===== config.mk =====
export PLATFORM = sky130hd
export DESIGN_NAME = decimal_text_to_scaled_integer
export DESIGN_NICKNAME = d
export VERILOG_FILES = /design/src/design/dtsi_pkg.sv /design/src/design/decimal_text_to_scaled_integer.sv
export SDC_FILE = /design/constraint.sdc
export NUM_CORES = 1
export LEC_CHECK = 0
export BUFFER_PORTS_ARGS = -buffer_cell sky130_fd_sc_hd__buf_2
export CORE_ASPECT_RATIO = 0.9
export CORE_UTILIZATION = 63
export DETAILED_ROUTE_END_ITERATION = 6
export PLACE_DENSITY = 0.82
export SYNTH_ARGS = -nofsm -noshare
export SYNTH_HDL_FRONTEND = slang
export SYNTH_SLANG_ARGS = --single-unit

===== constraint.sdc =====
create_clock -name clk -period 6.73 [get_ports clk]
set_input_delay 1.0095 -clock clk [delete_from_list [all_inputs] [get_ports clk]]
set_output_delay 1.0095 -clock clk [all_outputs]
set_load 0.05 [all_outputs]

===== src/design/dtsi_pkg.sv =====
// Shared types and constants for the decimal text to scaled integer parser.
`timescale 1ns / 1ps

package dtsi_pkg;

  // Parse phase of the current text
  typedef enum logic [1:0] {
    PH_START  = 2'd0,  // skipping whitespace
    PH_SIGNED = 2'd1,  // sign seen, digit required
    PH_BODY   = 2'd2,  // in the number body
    PH_BAD    = 2'd3   // malformed, waiting for the final character
  } phase_t;

  localparam int CHAR_W = 8;
  localparam int MAG_W  = 60;
  localparam int MANT_W = 61;
  localparam int CNT_W  = 5;

  localparam logic [CHAR_W-1:0] CH_TAB   = 8'd9;
  localparam logic [CHAR_W-1:0] CH_CR    = 8'd13;
  localparam logic [CHAR_W-1:0] CH_SPACE = 8'd32;
  localparam logic [CHAR_W-1:0] CH_PLUS  = 8'h2B;
  localparam logic [CHAR_W-1:0] CH_MINUS = 8'h2D;
  localparam logic [CHAR_W-1:0] CH_DOT   = 8'h2E;
  localparam logic [CHAR_W-1:0] CH_ZERO  = 8'h30;
  localparam logic [CHAR_W-1:0] CH_NINE  = 8'h39;

endpackage


===== src/design/decimal_text_to_scaled_integer.sv =====
// Top level: streaming parser from decimal text to a signed mantissa and scale.
`timescale 1ns / 1ps

// Usage
//   Character channel: char_valid / char_stall carry one character a beat
//   (char_code) with last set on the final character of a text.
//   Result channel: result_valid / result_stall carry one beat per text,
//   issued for the beat that had last set: well_formed, mantissa (signed,
//   dot removed), frac_digits (value = mantissa / 10^frac_digits) and
//   overflow (digits past MAX_DIGITS were dropped). Malformed text gives
//   all-zero fields.
// Timing
//   A character beat is captured in an input register; the parse state and
//   the result register update when that beat is consumed, so result_valid
//   rises in the cycle after the final character is consumed. The block
//   takes one character every cycle while char_stall is low; the only work
//   per beat is a multiply-by-ten accumulate (two shifted adds) and a phase update.
// Stall
//   While a result waits on result_stall, characters that produce no result
//   keep flowing; a final character waits in the input register, and only
//   then is char_stall raised.
// Reset: rst (synchronous) empties both registers and restarts the parser.
module decimal_text_to_scaled_integer #(
  parameter int MAX_DIGITS = 18
) (
  input  logic                            clk,
  input  logic                            rst,
  input  logic                            char_valid,
  output logic                            char_stall,
  input  logic [dtsi_pkg::CHAR_W-1:0]     char_code,
  input  logic                            last,
  output logic                            result_valid,
  input  logic                            result_stall,
  output logic                            well_formed,
  output logic signed [dtsi_pkg::MANT_W-1:0] mantissa,
  output logic [dtsi_pkg::CNT_W-1:0]      frac_digits,
  output logic                            overflow
);

  localparam logic [dtsi_pkg::CNT_W-1:0] DIGIT_LIMIT = dtsi_pkg::CNT_W'(MAX_DIGITS);

  // Input register
  logic                        s1_valid;
  logic [dtsi_pkg::CHAR_W-1:0] s1_char;
  logic                        s1_last;
  logic                        s1_consume;

  // Parse state
  dtsi_pkg::phase_t            phase, phase_next;
  logic                        is_negative, is_negative_next;
  logic [dtsi_pkg::MAG_W-1:0]  magnitude, magnitude_next;
  logic [dtsi_pkg::CNT_W-1:0]  digit_count, digit_count_next;
  logic [dtsi_pkg::CNT_W-1:0]  fraction_count, fraction_count_next;
  logic                        dot_seen, dot_seen_next;
  logic                        overflowed, overflowed_next;

  // Result of the beat being processed
  logic                        res_well_formed;
  logic [dtsi_pkg::MANT_W-1:0] res_mantissa;

  // Consume a beat unless it makes a result and the result slot stays full.
  assign s1_consume = s1_valid && (!s1_last || !result_valid || !result_stall);
  assign char_stall = s1_valid && !s1_consume;

  always_ff @(posedge clk) begin
    if (rst) begin
      s1_valid <= 1'b0;
    end else if (!char_stall) begin
      s1_valid <= char_valid;
    end
  end

  always_ff @(posedge clk) begin
    if (char_valid && !char_stall) begin
      s1_char <= char_code;
      s1_last <= last;
    end
  end

  // Character classes and digit accumulate for the beat in the input register
  always_comb begin
    logic                       blank;
    logic                       digit;
    logic [3:0]                 dval;
    logic                       keep;
    logic [dtsi_pkg::MAG_W-1:0] mag_x10;
    logic [dtsi_pkg::MAG_W-1:0] mag_acc;
    logic                       take;

    blank = (s1_char == dtsi_pkg::CH_SPACE) ||
            (s1_char >= dtsi_pkg::CH_TAB && s1_char <= dtsi_pkg::CH_CR);
    digit = (s1_char >= dtsi_pkg::CH_ZERO) && (s1_char <= dtsi_pkg::CH_NINE);
    dval  = 4'(s1_char - dtsi_pkg::CH_ZERO);
    // Integer leading zeros are neither kept nor counted
    keep  = !(dval == 4'd0 && magnitude == '0 && !dot_seen);
    mag_x10 = {magnitude[dtsi_pkg::MAG_W-4:0], 3'b000} +
              {magnitude[dtsi_pkg::MAG_W-2:0], 1'b0};
    mag_acc = mag_x10 + dtsi_pkg::MAG_W'(dval);
    take  = 1'b0;

    phase_next          = phase;
    is_negative_next    = is_negative;
    magnitude_next      = magnitude;
    digit_count_next    = digit_count;
    fraction_count_next = fraction_count;
    dot_seen_next       = dot_seen;
    overflowed_next     = overflowed;

    unique case (phase)
      dtsi_pkg::PH_START: begin
        if (blank) begin
          phase_next = dtsi_pkg::PH_START;
        end else if (s1_char == dtsi_pkg::CH_MINUS || s1_char == dtsi_pkg::CH_PLUS) begin
          is_negative_next = (s1_char == dtsi_pkg::CH_MINUS);
          phase_next       = dtsi_pkg::PH_SIGNED;
        end else if (digit) begin
          take       = 1'b1;
          phase_next = dtsi_pkg::PH_BODY;
        end else begin
          phase_next = dtsi_pkg::PH_BAD;
        end
      end
      dtsi_pkg::PH_SIGNED: begin
        if (digit) begin
          take       = 1'b1;
          phase_next = dtsi_pkg::PH_BODY;
        end else begin
          phase_next = dtsi_pkg::PH_BAD;
        end
      end
      dtsi_pkg::PH_BODY: begin
        if (digit) begin
          take = 1'b1;
        end else if (s1_char == dtsi_pkg::CH_DOT && !dot_seen) begin
          dot_seen_next = 1'b1;
        end else begin
          phase_next = dtsi_pkg::PH_BAD;
        end
      end
      dtsi_pkg::PH_BAD: begin
        phase_next = dtsi_pkg::PH_BAD;
      end
      default: begin
        phase_next = dtsi_pkg::PH_BAD;
      end
    endcase

    if (take && keep) begin
      if (digit_count >= DIGIT_LIMIT) begin
        overflowed_next = 1'b1;
      end else begin
        magnitude_next   = mag_acc;
        digit_count_next = digit_count + 1'b1;
        if (dot_seen) begin
          fraction_count_next = fraction_count + 1'b1;
        end
      end
    end

    res_well_formed = (phase_next == dtsi_pkg::PH_BODY);
    res_mantissa    = is_negative_next ? (~{1'b0, magnitude_next} + 1'b1)
                                       : {1'b0, magnitude_next};
  end

  // Parse state register: advance on each consumed beat, restart after last
  always_ff @(posedge clk) begin
    if (rst || (s1_consume && s1_last)) begin
      phase          <= dtsi_pkg::PH_START;
      is_negative    <= 1'b0;
      magnitude      <= '0;
      digit_count    <= '0;
      fraction_count <= '0;
      dot_seen       <= 1'b0;
      overflowed     <= 1'b0;
    end else if (s1_consume) begin
      phase          <= phase_next;
      is_negative    <= is_negative_next;
      magnitude      <= magnitude_next;
      digit_count    <= digit_count_next;
      fraction_count <= fraction_count_next;
      dot_seen       <= dot_seen_next;
      overflowed     <= overflowed_next;
    end
  end

  // Result register
  always_ff @(posedge clk) begin
    if (rst) begin
      result_valid <= 1'b0;
    end else if (s1_consume && s1_last) begin
      result_valid <= 1'b1;
    end else if (!result_stall) begin
      result_valid <= 1'b0;
    end
  end

  always_ff @(posedge clk) begin
    if (s1_consume && s1_last) begin
      well_formed <= res_well_formed;
      mantissa    <= res_well_formed ? res_mantissa : '0;
      frac_digits <= res_well_formed ? fraction_count_next : '0;
      overflow    <= res_well_formed ? overflowed_next : 1'b0;
    end
  end

  // A malformed text reports all-zero fields.
  a_bad_is_zero: assert property (@(posedge clk) disable iff (rst)
    (result_valid && !well_formed) |-> (mantissa == '0 && frac_digits == '0 && !overflow))
    else $error("malformed result carries nonzero fields");

  // Kept digit counts never pass the limit, fraction within kept digits.
  a_count_bound: assert property (@(posedge clk) disable iff (rst)
    (digit_count <= DIGIT_LIMIT) && (fraction_count <= digit_count))
    else $error("digit counters out of range");

  // The parser restarts after every final character.
  a_restart: assert property (@(posedge clk) disable iff (rst)
    (s1_consume && s1_last) |=> (phase == dtsi_pkg::PH_START && magnitude == '0 && !dot_seen))
    else $error("parser did not restart after final character");

  // Nothing is kept before the first digit has been seen.
  a_start_clean: assert property (@(posedge clk) disable iff (rst)
    (phase == dtsi_pkg::PH_START || phase == dtsi_pkg::PH_SIGNED) |->
      (magnitude == '0 && digit_count == '0 && !dot_seen))
    else $error("state held before first digit");

endmodule

Yosys cells after proc, flatten, opt, wreduce, memory -nomap -nowiden
Cells that the tools add are included.
Widths: inputs -> output; s select.
{ "totals": {"reg_bits": 154, "in_bits": 13, "out_inout_bits": 70, "elab_cells": 91} }
{ "op_classes": {"n_addsub": 6, "n_lt_le_gt_ge": 5, "eq_ne": 9, "n_mux": 23, "bitwise_logic": 3, "reduce_logical": 29} }
{ "op_table": {"columns": ["op", "n"], "rows": [
  ["$mux 60", 3],
  ["$add 61x1->61 const B", 1],
  ["$not 60->61", 1],
  ["$add 60x4->60", 1],
  ["$add 60x60->60", 1],
  ["$logic_not 60->1", 1],
  ["$eq 8x6->1 const B", 4],
  ["$mux 5", 3],
  ["$mux 1", 11],
  ["$add 5x1->5 const B", 2],
  ["$logic_and 1x1->1", 10],
  ["$ge 8x4->1 const B", 1],
  ["$ge 8x6->1 const B", 1],
  ["$le 8x4->1 const B", 1],
  ["$le 8x6->1 const B", 1],
  ["$mux 2", 4],
  ["$pmux 2 s4", 1],
  ["$logic_not 1->1", 7],
  ["$eq 2x2->1 const B", 3],
  ["$ge 5x5->1 const B", 1],
  ["$logic_or 1x1->1", 5],
  ["$logic_not 4->1", 1],
  ["$reduce_and 4->1", 1],
  ["$sub 4x1->4 const B", 1],
  ["8 further kinds", 9]
]} }

Longest topological paths before layout
Gate-level depths: netlist (run 1).
{ "logic_depth": {"word_depth": 11, "depth_mapped": 24, "mapped_depth_nobuf": 17} }

Worst setup path after synthesis (run 1)
OpenSTA, ideal clock, no wires.
{ "synth_path": {"kind": "reg-to-reg", "startpoint": "reg magnitude[2] (netlist name)", "endpoint": "reg mantissa[44] (netlist name), data pin", "arrival_time_ns": 5.544, "t_required_ns": 6.475, "setup_slack_ns": 0.932, "path_stages_with_launch": 24, "path_buffers": 7, "path_cell_list": "dfxtp_1 -> or4_4 -> nor4_4 -> and4_1 -> a221o_2 -> nand2b_1 -> buf_2 -> buf_1 -> buf_2 -> clkbuf_1 -> clkbuf_1 -> buf_1 -> nor2_1 -> a21oi_1 -> ha_1 -> nor3b_1 -> and3b_1 -> a21oi_1 -> or4b_1 -> nor4b_1 -> buf_2 -> a21oi_1 -> xnor2_1 -> and2_1"} }
{ "synth_between": {"elab_chain_len": 9} }
{ "synth_rtl": {"columns": ["element", "line_no", "text"], "rows": [
  ["start, declared", "decimal_text_to_scaled_integer.sv:51", "logic [dtsi_pkg::MAG_W-1:0] magnitude, magnitude_next;"],
  ["start signal, assigned", "decimal_text_to_scaled_integer.sv:178", "magnitude <= magnitude_next;"],
  ["parallel branches: the longest is 5 deep, another holds $add 60x60->60", null, null],
  ["$mux 60 *", "decimal_text_to_scaled_integer.sv:148", "if (take && keep) begin"],
  ["$not 60->61", "decimal_text_to_scaled_integer.sv:161", "res_mantissa = is_negative_next ? (~{1'b0, magnitude_next} + 1'b1)"],
  ["$add 61x1->61", "decimal_text_to_scaled_integer.sv:161", null],
  ["$mux 60 *", "decimal_text_to_scaled_integer.sv:161", null],
  ["end signal, assigned", "decimal_text_to_scaled_integer.sv:200", "mantissa <= res_well_formed ? res_mantissa : '0;"],
  ["end, declared", "decimal_text_to_scaled_integer.sv:35", "output logic signed [dtsi_pkg::MANT_W-1:0] mantissa,"]
]} }
Every way passes the cells marked *.
A chain may end at the register's enable or synchronous reset.

Worst setup path in the final report (run 1)
{ "layout_path": {"startpoint": "reg s1_char[3] (netlist name)", "endpoint": "reg mantissa[57] (netlist name), data pin"} }
{ "layout_between": {"elab_chain_len": 11} }
{ "layout_rtl": {"columns": ["element", "line_no", "text"], "rows": [
  ["start, declared", "decimal_text_to_scaled_integer.sv:44", "logic [dtsi_pkg::CHAR_W-1:0] s1_char;"],
  ["start signal, assigned", "decimal_text_to_scaled_integer.sv:75", "s1_char <= char_code;"],
  ["parallel branches: the longest is 11 deep, another holds $add 61x1->61", null, null]
]} }
Several ways; the timed one is not identified.

==> run summary, run 1 <==
Hold Path Sink: overflowed
gr usage total: 36.3%
Root Driver: clkbuf_16
GRT overflow: 0
max-cap viol count: 0
initial antenna violation count: 0
CP Class: flop to flop
H-tree levels: 4
commonest register cell after synthesis: edfxtp_1
Setup Viol. Count Final: 0
area of the multi-input gates: 8950 um^2
most numerous cell in the Yosys netlist: nand2_1
largest net degree at the start of global routing: 76
Crit Path Max Fanout: 7
worst hold path class: flop to flop
Req. time, crit path: 7.01 ns
fill cell total of the finished layout: 1,590
RD Place Congestion: 0.988
#FFs+latches synth: 154
number of global-route vias before repair: 11,500
Ys Warns: 0
Die Y: 140 um
CP Capture Type: flop
setup TNS: 0 ns
Cell Area, Synth: 13,300 um^2
hold wc startpoint: overflowed
Placed Area: 13,800 um^2
critical path startpoint: s1_char[3]
Synth top area share: 17.4%
min Tclk post-route: 5.83 ns
P&R area growth vs syn: 8.31%
Mapped Nets: 1,794
post-route ant nets: 0
routed length per instance: 19.9 um
worst relative slew slack: 25.1%
actual slew at the worst max-slew pin: 1.12 ns
DRT iter0 DRCs: 1,512
Worst Reg-to-Reg Cells: 16
drt first pass iters: 6
CTS tree: built
core area: 20,300 um^2
Vias: 13,100
mean number of vias per cell: 6.64
Lkg Pwr: 0.00578 uW
Power Density: 146 nW/um^2
first-pass GRT wire length: 62,000 um
Max VDD drop: 168 uV
post-DP HPWL: 29,400 um
Max Clock Skew: 0.0127 ns
drt drc: 0
run status: finished clean
Reg area: 3850 um^2
Worst setup SP type: flop
sequential fraction of the synthesis area: 29.1%
fraction of registers with async set/reset: 0%
share of cells above drive strength 1: 9.81%
Reg2Reg Launch Point: s1_char[3]
FF-to-FF End: mantissa[57]
initial core utilization: 65.4%
final instance area: 14,400 um^2
Post-Route WL: 39,200 um
clock slew seen by the registers of the worst setup and hold paths: 0.07 ns
io pins: 83
setup repair after global routing missed its margin: false
flop2flop setup slack: 0.90 ns
fin crit share: 86.7%
cts hold-fix bufs: 0
Post-CTS Setup Bufs: 0
deepest clock path buffer count: 2
Syn Inst Count: 1,656
antenna cells: 0
Clock Sinks: 154
CTS buffer count: 17
Synth cell types: 88
most frequent cells after synthesis: nand2_1, nor2_1, a21oi_1
Final Hold Viols: 0
Clk Latency, worst-skew pair: 0.44 ns
top post-synthesis cells by area: edfxtp_1, dfxtp_1, ha_1
DIE AREA: 21,600 um^2
fmax: 171 MHz
Worst Path Arrival: 6.11 ns
max-slew violations: 0
# rows: 49
Post-synth EDFFs: 77
Hold Crit Depth: 2
cts repair resizes: 0
Mapped Avg Cell Area: 8.01 um^2
Port Buf Inserts: 82
Yosys top cell by area: edfxtp_1
Nets: 1,817
width of the die: 155 um
## kinds of logic (layout without fill, tap and decap cells)
| family | after synthesis | after routing | share of synthesized area [%] |
|---|---|---|---|
| and+or+nand+nor | 652 | 652 | 23.3 |
| buffers and inverters | 122 | 158 | 3.63 |
| xor gates and xnor gates | 95 | 95 | 6.27 |
| adders and majority gates | 125 | 125 | 11.9 |
| DFF | 154 | 154 | 29.1 |
| muxes | 46 | 46 | 3.58 |
| AOI/OAI and AO/OA | 462 | 462 | 22.2 |
## worst max-delay path, cell delays in order, from the launching register on
cell and delay (ns):
edfxtp_1 0.47, inv_1 0.11, fa_1 0.60, inv_1 0.06
ha_1 0.31, a211oi_2 0.36, o21ai_1 0.23, xor2_1 0.24
a21oi_1 0.22, nor4b_1 0.44, a21boi_0 0.31, or3_4 0.47
or4b_4 0.56, nor4_4 0.49, and2_4 0.24, or4b_1 0.44
o211ai_1 0.11
## metrics by stage
step / total power, uW / instances / worst slack, ns / hold slack [ns] / utilization (%)
2_1_floorplan: 1130 / 1656 / 0.932 / 0.437 / -
3_3_place_gp: 1170 / 1940 / 1.29 / 0.451 / 67.9
3_5_place_dp: 1170 / 1940 / 1.17 / 0.480 / 67.9
4_1_cts: 2100 / 1972 / 1.10 / 0.497 / 70.8
5_1_grt: 2150 / 1972 / 0.626 / 0.527 / 70.8
6_report: 2100 / 1972 / 0.896 / 0.501 / 70.8
## per-layer routing
metal  track usage [%]  wire [um]  share of wire [%]  vias to the layer above
met5                 0          0                  0                        -
met4              8.96        750                1.9                        0
met3              5.95       4570                 12                       76
met2              50.9      15800                 40                      821
met1              56.7      18100                 46                     6026
li1                  -          -                  -                     6175
## power breakdown
group | internal (uW) | switching [uW]
sequential | 992 | 8.46
combinational | 40.5 | 118
clock | 495 | 444
## area by class of cell
class	instances	share of cell area (%)
clock buffer	18	2.99
clock inverter	14	1.05
inverter	30	0.784
multi-input combinational	1380	62.3
sequential	154	26.8
tap	280	2.44
timing repair buffer	96	3.59
## layout by cell type (no fill, tap or decap), drive strengths merged, types with 7 or more instances in the layout
| cell type | count |
|---|---|
| buf | 96 |
| a31oi | 17 |
| mux2i | 38 |
| o31ai | 16 |
| a221oi | 7 |
| o21a | 24 |
| a211oi | 20 |
| o21bai | 10 |
| inv | 38 |
| nor4b | 7 |
| nand3 | 27 |
| nor4 | 26 |
| o21ai | 94 |
| mux2 | 8 |
| nand2 | 223 |
| ha | 123 |
| and3 | 9 |
| and4 | 7 |
| nand2b | 12 |
| nand4 | 36 |
| and2 | 15 |
| a21o | 15 |
| o211ai | 12 |
| dfxtp | 77 |
| a21oi | 173 |
| nor3 | 49 |
| edfxtp | 77 |
| clkbuf | 18 |
| xor2 | 39 |
| nor2 | 182 |
| or3 | 31 |
| xnor2 | 56 |
## how the worst max path moves through the flow
stage	endpoint	cells after the start
final	mantissa[57]	16
after global placement	mantissa[58]	16
after global routing	mantissa[57]	16
after floorplan	mantissa[44]	23
after CTS	mantissa[57]	16
after detailed placement	mantissa[57]	16
## state kept, by name, indices dropped and copies added, names as in the netlist
signal          cells
s1_last             1
frac_digits         5
dot_seen            1
digit_count         5
s1_valid            1
mantissa           61
phase               2
fraction_count      5
magnitude          60
overflow            1
s1_char             8
result_valid        1
overflowed          1
is_negative         1
well_formed         1
(Power assumes the default switching activity.)
==> run 2, diff against run 1 <==
CORE_MARGIN = 2   (was unset)
==> run 2 against run 1 <==
Critical path depth shrank 1. Via count shrank 0.36%. Die area grew 2.7%. Final area is essentially flat. Combinational power is essentially flat. Worst hold slack lost 0.014 ns. Maximum frequency shrank 0.94%. Wire length grew 0.69%. Non-clock buffer count is the same. First-iteration DRC count grew 2.4%. Critical endpoint unchanged. Largest cell class unchanged.
==> run summary, run 2 (same netlist as run 1, synthesis figures left out) <==
flop2flop setup slack: 0.84 ns (was 0.90 ns)
Vias: 13,100 (about the same)
largest net degree at the start of global routing: 76 (unchanged)
Port Buf Inserts: 82 (unchanged)
FF-to-FF End: mantissa[57] (unchanged)
share of cells above drive strength 1: 9.87% (was 9.81%)
Post-Route WL: 39,500 um (was 39,200 um)
Worst setup SP type: flop (unchanged)
most frequent cells in the layout: nand2_1, nor2_1, a21oi_1, ha_1, o21ai_0 (unchanged)
fill cell total of the finished layout: 1,710 (was 1,590)
Max VDD drop: 186 uV (was 168 uV)
max-slew violations: 0 (unchanged)
most common cell after layout, fill and taps aside: nand2_1 (unchanged)
# rows: 50 (was 49)
cell depth of the worst setup path: 15 (was 16)
Max Clock Skew: 0.0117 ns (was 0.0127 ns)
CTS buffer count: 17 (unchanged)
GRT overflow: 0 (unchanged)
DRT iter0 DRCs: 1,548 (was 1,512)
Clk Latency, worst-skew pair: 0.44 ns (about the same)
P&R area growth vs syn: 8.27% (was 8.31%)
critical path's slowest cell: or4b_4 (was fa_1)
Die Y: 142 um (was 140 um)
Largest Register: mantissa (unchanged)
cts hold-fix bufs: 0 (unchanged)
Req. time, crit path: 7.00 ns (was 7.01 ns)
antenna cells: 0 (unchanged)
critical path startpoint: s1_char[3] (unchanged)
drt drc: 0 (unchanged)
clock slew seen by the registers of the worst setup and hold paths: 0.07 ns (about the same)
initial core utilization: 64.1% (was 65.4%)
initial antenna violation count: 0 (unchanged)
cts repair resizes: 0 (unchanged)
fin crit share: 87.5% (was 86.7%)
worst relative slew slack: 33.8% (was 25.1%)
Lkg Pwr: 0.00578 uW (about the same)
kind of cell adding the most delay to the critical path: simple AND/OR/NAND/NOR gates (unchanged)
Clock Sinks: 154 (unchanged)
Final Hold Viols: 0 (unchanged)
H-tree levels: 4 (unchanged)
CTS tree: built (unchanged)
deepest clock path buffer count: 2 (unchanged)
RD Place Congestion: 0.972 (was 0.988)
min Tclk post-route: 5.89 ns (was 5.83 ns)
fmax: 170 MHz (was 171 MHz)
Worst Path Arrival: 6.16 ns (was 6.11 ns)
actual slew at the worst max-slew pin: 0.992 ns (was 1.12 ns)
biggest regs: mantissa x61, magnitude x60, s1_char x8 (unchanged)
Non-Filler Instances: 1,978 (was 1,972)
DIE AREA: 22,200 um^2 (was 21,600 um^2)
Worst Path Buf+Inv: 1 (was 2)
post-route ant nets: 0 (unchanged)
first-pass GRT wire length: 61,900 um (was 62,000 um)
number of global-route vias before repair: 11,400 (was 11,500)
CP Cell Sequence: inv_1 > fa_1 > fa_1 > nor2b_1 > o31ai_2 > a31o_2 > o21bai_1 > xor2_1 > o31a_1 > or3_4 > or4b_4 > nor4_4 > and2_4 > or4b_1 > o211ai_1 (was inv_1 > fa_1 > inv_1 > ha_1 > a211oi_2 > o21ai_1 > xor2_1 > a21oi_1 > nor4b_1 > a21boi_0 > or3_4 > or4b_4 > nor4_4 > and2_4 > or4b_1 > o211ai_1)
drt first pass iters: 5 (was 6)
worst hold path class: flop to flop (unchanged)
run status: finished clean (unchanged)
mean number of vias per cell: 6.60 (was 6.64)
core area: 20,700 um^2 (was 20,300 um^2)
Crit Path Max Fanout: 8 (was 7)
io pins: 83 (unchanged)
Nets: 1,817 (unchanged)
post-DP HPWL: 29,700 um (was 29,400 um)
Worst Reg-to-Reg Cells: 15 (was 16)
Setup Viol. Count Final: 0 (unchanged)
Post-CTS Setup Bufs: 0 (unchanged)
max incr delay on CP: 0.56 ns (was 0.60 ns)
Root Driver: clkbuf_16 (unchanged)
routed length per instance: 20.0 um (was 19.9 um)
setup repair after global routing missed its margin: false (unchanged)
CP Capture Point: mantissa[57] (unchanged)
max-cap viol count: 0 (unchanged)
setup TNS: 0 ns (unchanged)
Reg2Reg Launch Point: s1_char[3] (unchanged)
max reg flops: 61 (unchanged)
CP Capture Type: flop (unchanged)
width of the die: 157 um (was 155 um)
Power Density: 146 nW/um^2 (about the same)
gr usage total: 35.3% (was 36.3%)
CP Class: flop to flop (unchanged)
placed cells: 1,946 (was 1,940)
Most Frequent Cell on Critical Path: fa_1 (was inv_1)
## run 2: worst min-delay path by stage
stage | startpoint | end | cells past startpoint
floorplan | overflowed | overflowed | 2
global placement | overflowed | overflowed | 2
detailed placement | overflowed | overflowed | 2
CTS | overflowed | overflowed | 2
global route | is_negative | is_negative | 2
finish | overflowed | overflowed | 2
## run 2: final cells by class
| type | count | area, um^2 | area share, % |
|---|---|---|---|
| Multi-Input combinational cell | 1380 | 8950 | 62.3 |
| Sequential cell | 154 | 3850 | 26.8 |
| Timing Repair Buffer | 96 | 515 | 3.59 |
| Clock buffer | 19 | 464 | 3.23 |
| Tap cell | 286 | 358 | 2.49 |
| Inverter | 30 | 113 | 0.784 |
| Clock inverter | 13 | 104 | 0.723 |
## run 2: layer usage
| layer | global-route usage [%] | up-vias | part of all wire (%) |
|---|---|---|---|
| met5 | 0 | - | 0 |
| met4 | 6.28 | 0 | 1.1 |
| met3 | 6.57 | 50 | 11 |
| met2 | 50.2 | 746 | 41 |
| met1 | 55.6 | 6101 | 47 |
| li1 | - | 6154 | - |
## run 2: worst register-to-register path: cells and delay by family (launching register included)
| family | cells | cell delay [ns] |
|---|---|---|
| buf+inv | 1 | 0.10 |
| simple gates | 6 | 2.42 |
| flops | 1 | 0.50 |
| xor+xnor | 1 | 0.32 |
| fa+ha+maj | 2 | 1.02 |
| compound gates | 5 | 1.39 |
## run 2: power by group
group / total [uW] / switching (uW) / internal, uW
registers: 1000 / 8.80 / 992
clock network: 932 / 420 / 512
logic: 159 / 118 / 40.7
total: 2090 / 547 / 1550
## run 2: stage by stage
stage	utilization, %	hold slack (ns)	worst slack [ns]	power (uW)	instance area, um^2
2_1_floorplan	-	0.437	0.932	1130	13300
3_3_place_gp	66.6	0.452	1.14	1170	13800
3_5_place_dp	66.6	0.469	0.988	1180	13800
4_1_cts	69.4	0.483	0.952	2090	14400
5_1_grt	69.4	0.512	0.654	2140	14400
6_report	69.4	0.487	0.841	2090	14400
==> run 3, diff against run 2 <==
BUFFER_PORTS_ARGS = unset   (was -buffer_cell sky130_fd_sc_hd__buf_2)
CORE_UTILIZATION = 66   (was 63)
DONT_BUFFER_PORTS = 1   (was unset)
==> run 3 against run 2 <==
Maximum frequency fell by 1.6%. Via count increased by 0.60%. Clock skew is 0.0024 ns higher. Core utilization grew 1.0 points.
==> run summary, run 3 (same netlist as run 1, synthesis figures left out) <==
Max VDD drop: 193 uV (was 186 uV)
hold wc startpoint: overflowed (unchanged)
biggest regs: mantissa x61, magnitude x60, s1_char x8 (unchanged)
most frequent cells in the layout: nand2_1, nor2_1, a21oi_1, ha_1, o21ai_0 (unchanged)
max-cap viol count: 0 (unchanged)
Clk Latency, worst-skew pair: 0.44 ns (about the same)
Lkg Pwr: 0.00544 uW (was 0.00578 uW)
post-DP HPWL: 30,800 um (was 29,700 um)
RD Place Congestion: 0.988 (was 0.972)
Final WS setup: 0.746 ns (was 0.841 ns)
setup TNS: 0 ns (unchanged)
mean number of vias per cell: 7.04 (was 6.60)
deepest clock path buffer count: 2 (unchanged)
Largest Register: mantissa (unchanged)
H-tree levels: 4 (unchanged)
clock slew seen by the registers of the worst setup and hold paths: 0.06 ns (was 0.07 ns)
max incr delay on CP: 0.98 ns (was 0.56 ns)
Vias: 13,100 (about the same)
Power Density: 156 nW/um^2 (was 146 nW/um^2)
first-pass GRT wire length: 64,500 um (was 61,900 um)
Worst Reg-to-Reg Cells: 15 (unchanged)
DIE AREA: 21,200 um^2 (was 22,200 um^2)
drt first pass iters: 6 (was 5)
worst relative slew slack: 20.8% (was 33.8%)
share of cells above drive strength 1: 5.22% (was 9.87%)
initial core utilization: 66.8% (was 64.1%)
CTS buffer count: 17 (unchanged)
Req. time, crit path: 7.01 ns (was 7.00 ns)
core area: 19,900 um^2 (was 20,700 um^2)
io pins: 83 (unchanged)
min Tclk post-route: 5.98 ns (was 5.89 ns)
fmax: 167 MHz (was 170 MHz)
Post-Route WL: 41,100 um (was 39,500 um)
setup repair after global routing missed its margin: false (unchanged)
Port Buf Inserts: 0 (was 82)
number of global-route vias before repair: 11,500 (was 11,400)
Crit Path Max Fanout: 8 (unchanged)
DRT iter0 DRCs: 1,873 (was 1,548)
initial antenna violation count: 0 (unchanged)
Worst setup SP type: flop (unchanged)
width of the die: 153 um (was 157 um)
actual slew at the worst max-slew pin: 1.16 ns (was 0.992 ns)
DP Worst Slack: 0.942 ns (was 0.988 ns)
# rows: 49 (was 50)
antenna cells: 0 (unchanged)
max reg flops: 61 (unchanged)
run status: finished clean (unchanged)
cts hold-fix bufs: 0 (unchanged)
routed length per instance: 22.0 um (was 20.0 um)
GRT overflow: 0 (unchanged)
critical path's slowest cell: a2111oi_0 (was or4b_4)
Worst Path Arrival: 6.26 ns (was 6.16 ns)
Clock Sinks: 154 (unchanged)
max-slew violations: 0 (unchanged)
CP Capture Type: flop (unchanged)
drt drc: 0 (unchanged)
most common cell after layout, fill and taps aside: nand2_1 (unchanged)
Hold Path Sink: overflowed (unchanged)
gr usage total: 37.7% (was 35.3%)
worst hold path class: flop to flop (unchanged)
flop2flop setup slack: 0.75 ns (was 0.84 ns)
Max Clock Skew: 0.0142 ns (was 0.0117 ns)
Reg2Reg Launch Point: s1_char[3] (unchanged)
cts repair resizes: 0 (unchanged)
CP Cell Sequence: inv_1 > fa_1 > fa_1 > nor2b_1 > o31ai_2 > a31o_2 > o21bai_1 > a21oi_1 > o31a_1 > a2111oi_0 > o211ai_1 > nor4_4 > and2_4 > or4b_1 > o211ai_1 (was inv_1 > fa_1 > fa_1 > nor2b_1 > o31ai_2 > a31o_2 > o21bai_1 > xor2_1 > o31a_1 > or3_4 > or4b_4 > nor4_4 > and2_4 > or4b_1 > o211ai_1)
fin crit share: 88.9% (was 87.5%)
P&R area growth vs syn: 5.41% (was 8.27%)
Final Hold Viols: 0 (unchanged)
post-route ant nets: 0 (unchanged)
Root Driver: clkbuf_16 (unchanged)
FF-to-FF End: mantissa[57] (unchanged)
Nets: 1,735 (was 1,817)
largest net degree at the start of global routing: 76 (unchanged)
Post-CTS Setup Bufs: 0 (unchanged)
Hold Crit Depth: 2 (unchanged)
CTS tree: built (unchanged)
Die Y: 138 um (was 142 um)
CP Class: flop to flop (unchanged)
Setup Viol. Count Final: 0 (unchanged)
==> run 3: cell type report <==
cell class	instances	area [um^2]
Fill cell	1544	5880
Multi-Input combinational cell	1380	8960
Clock buffer	21	470
Inverter	30	113
Tap cell	255	319
Sequential cell	154	3850
Clock inverter	11	160
Timing Repair Buffer	14	105
==> run 3: power breakdown <==
group	total (uW)	leakage (uW)	switching (uW)	internal [uW]
Clock	1030	0.000310	411	621
Combinational	129	0.00373	95.2	34.2
Sequential	1030	0.00140	32.7	993
==> run 3: layer usage <==
layer | part of all wire [%] | GRT usage (%)
met5 | 0 | 0
met4 | 2.1 | 9.17
met3 | 13 | 7.12
met2 | 41 | 52.9
met1 | 43 | 59.4
==> run 3: worst max-delay path by stage <==
stage / from / to / slack (ns) / cells after the start
final: s1_char[3] / mantissa[57] / 0.75 / 15
after floorplan: magnitude[2] / mantissa[44] / 0.93 / 23
after global placement: s1_char[3] / mantissa[57] / 1.10 / 15
after global routing: s1_char[3] / mantissa[57] / 0.58 / 15
after CTS: s1_char[3] / mantissa[57] / 0.89 / 15
after detailed placement: s1_char[2] / mantissa[57] / 0.94 / 16
==> run 3: through the flow <==
stage / area, um^2 / std cells / utilization (%) / hold WS (ns) / power, uW
3_3_place_gp: 13400 / 1833 / 67.2 / 0.449 / 1160
2_1_floorplan: 13300 / 1656 / - / 0.437 / 1130
6_report: 14000 / 1865 / 70.4 / 0.496 / 2190
4_1_cts: 14000 / 1865 / 70.4 / 0.498 / 2180
5_1_grt: 14000 / 1865 / 70.4 / 0.516 / 2230
3_5_place_dp: 13400 / 1833 / 67.2 / 0.477 / 1170
==> run 3: worst max-delay path, delay by kind of cell, from the launching register on <==
| kind | cells | cell delay [ns] |
|---|---|---|
| simple gates | 4 | 1.31 |
| buf+inv | 1 | 0.11 |
| compound gates | 8 | 2.90 |
| flops | 1 | 0.47 |
| fa+ha+maj | 2 | 1.03 |
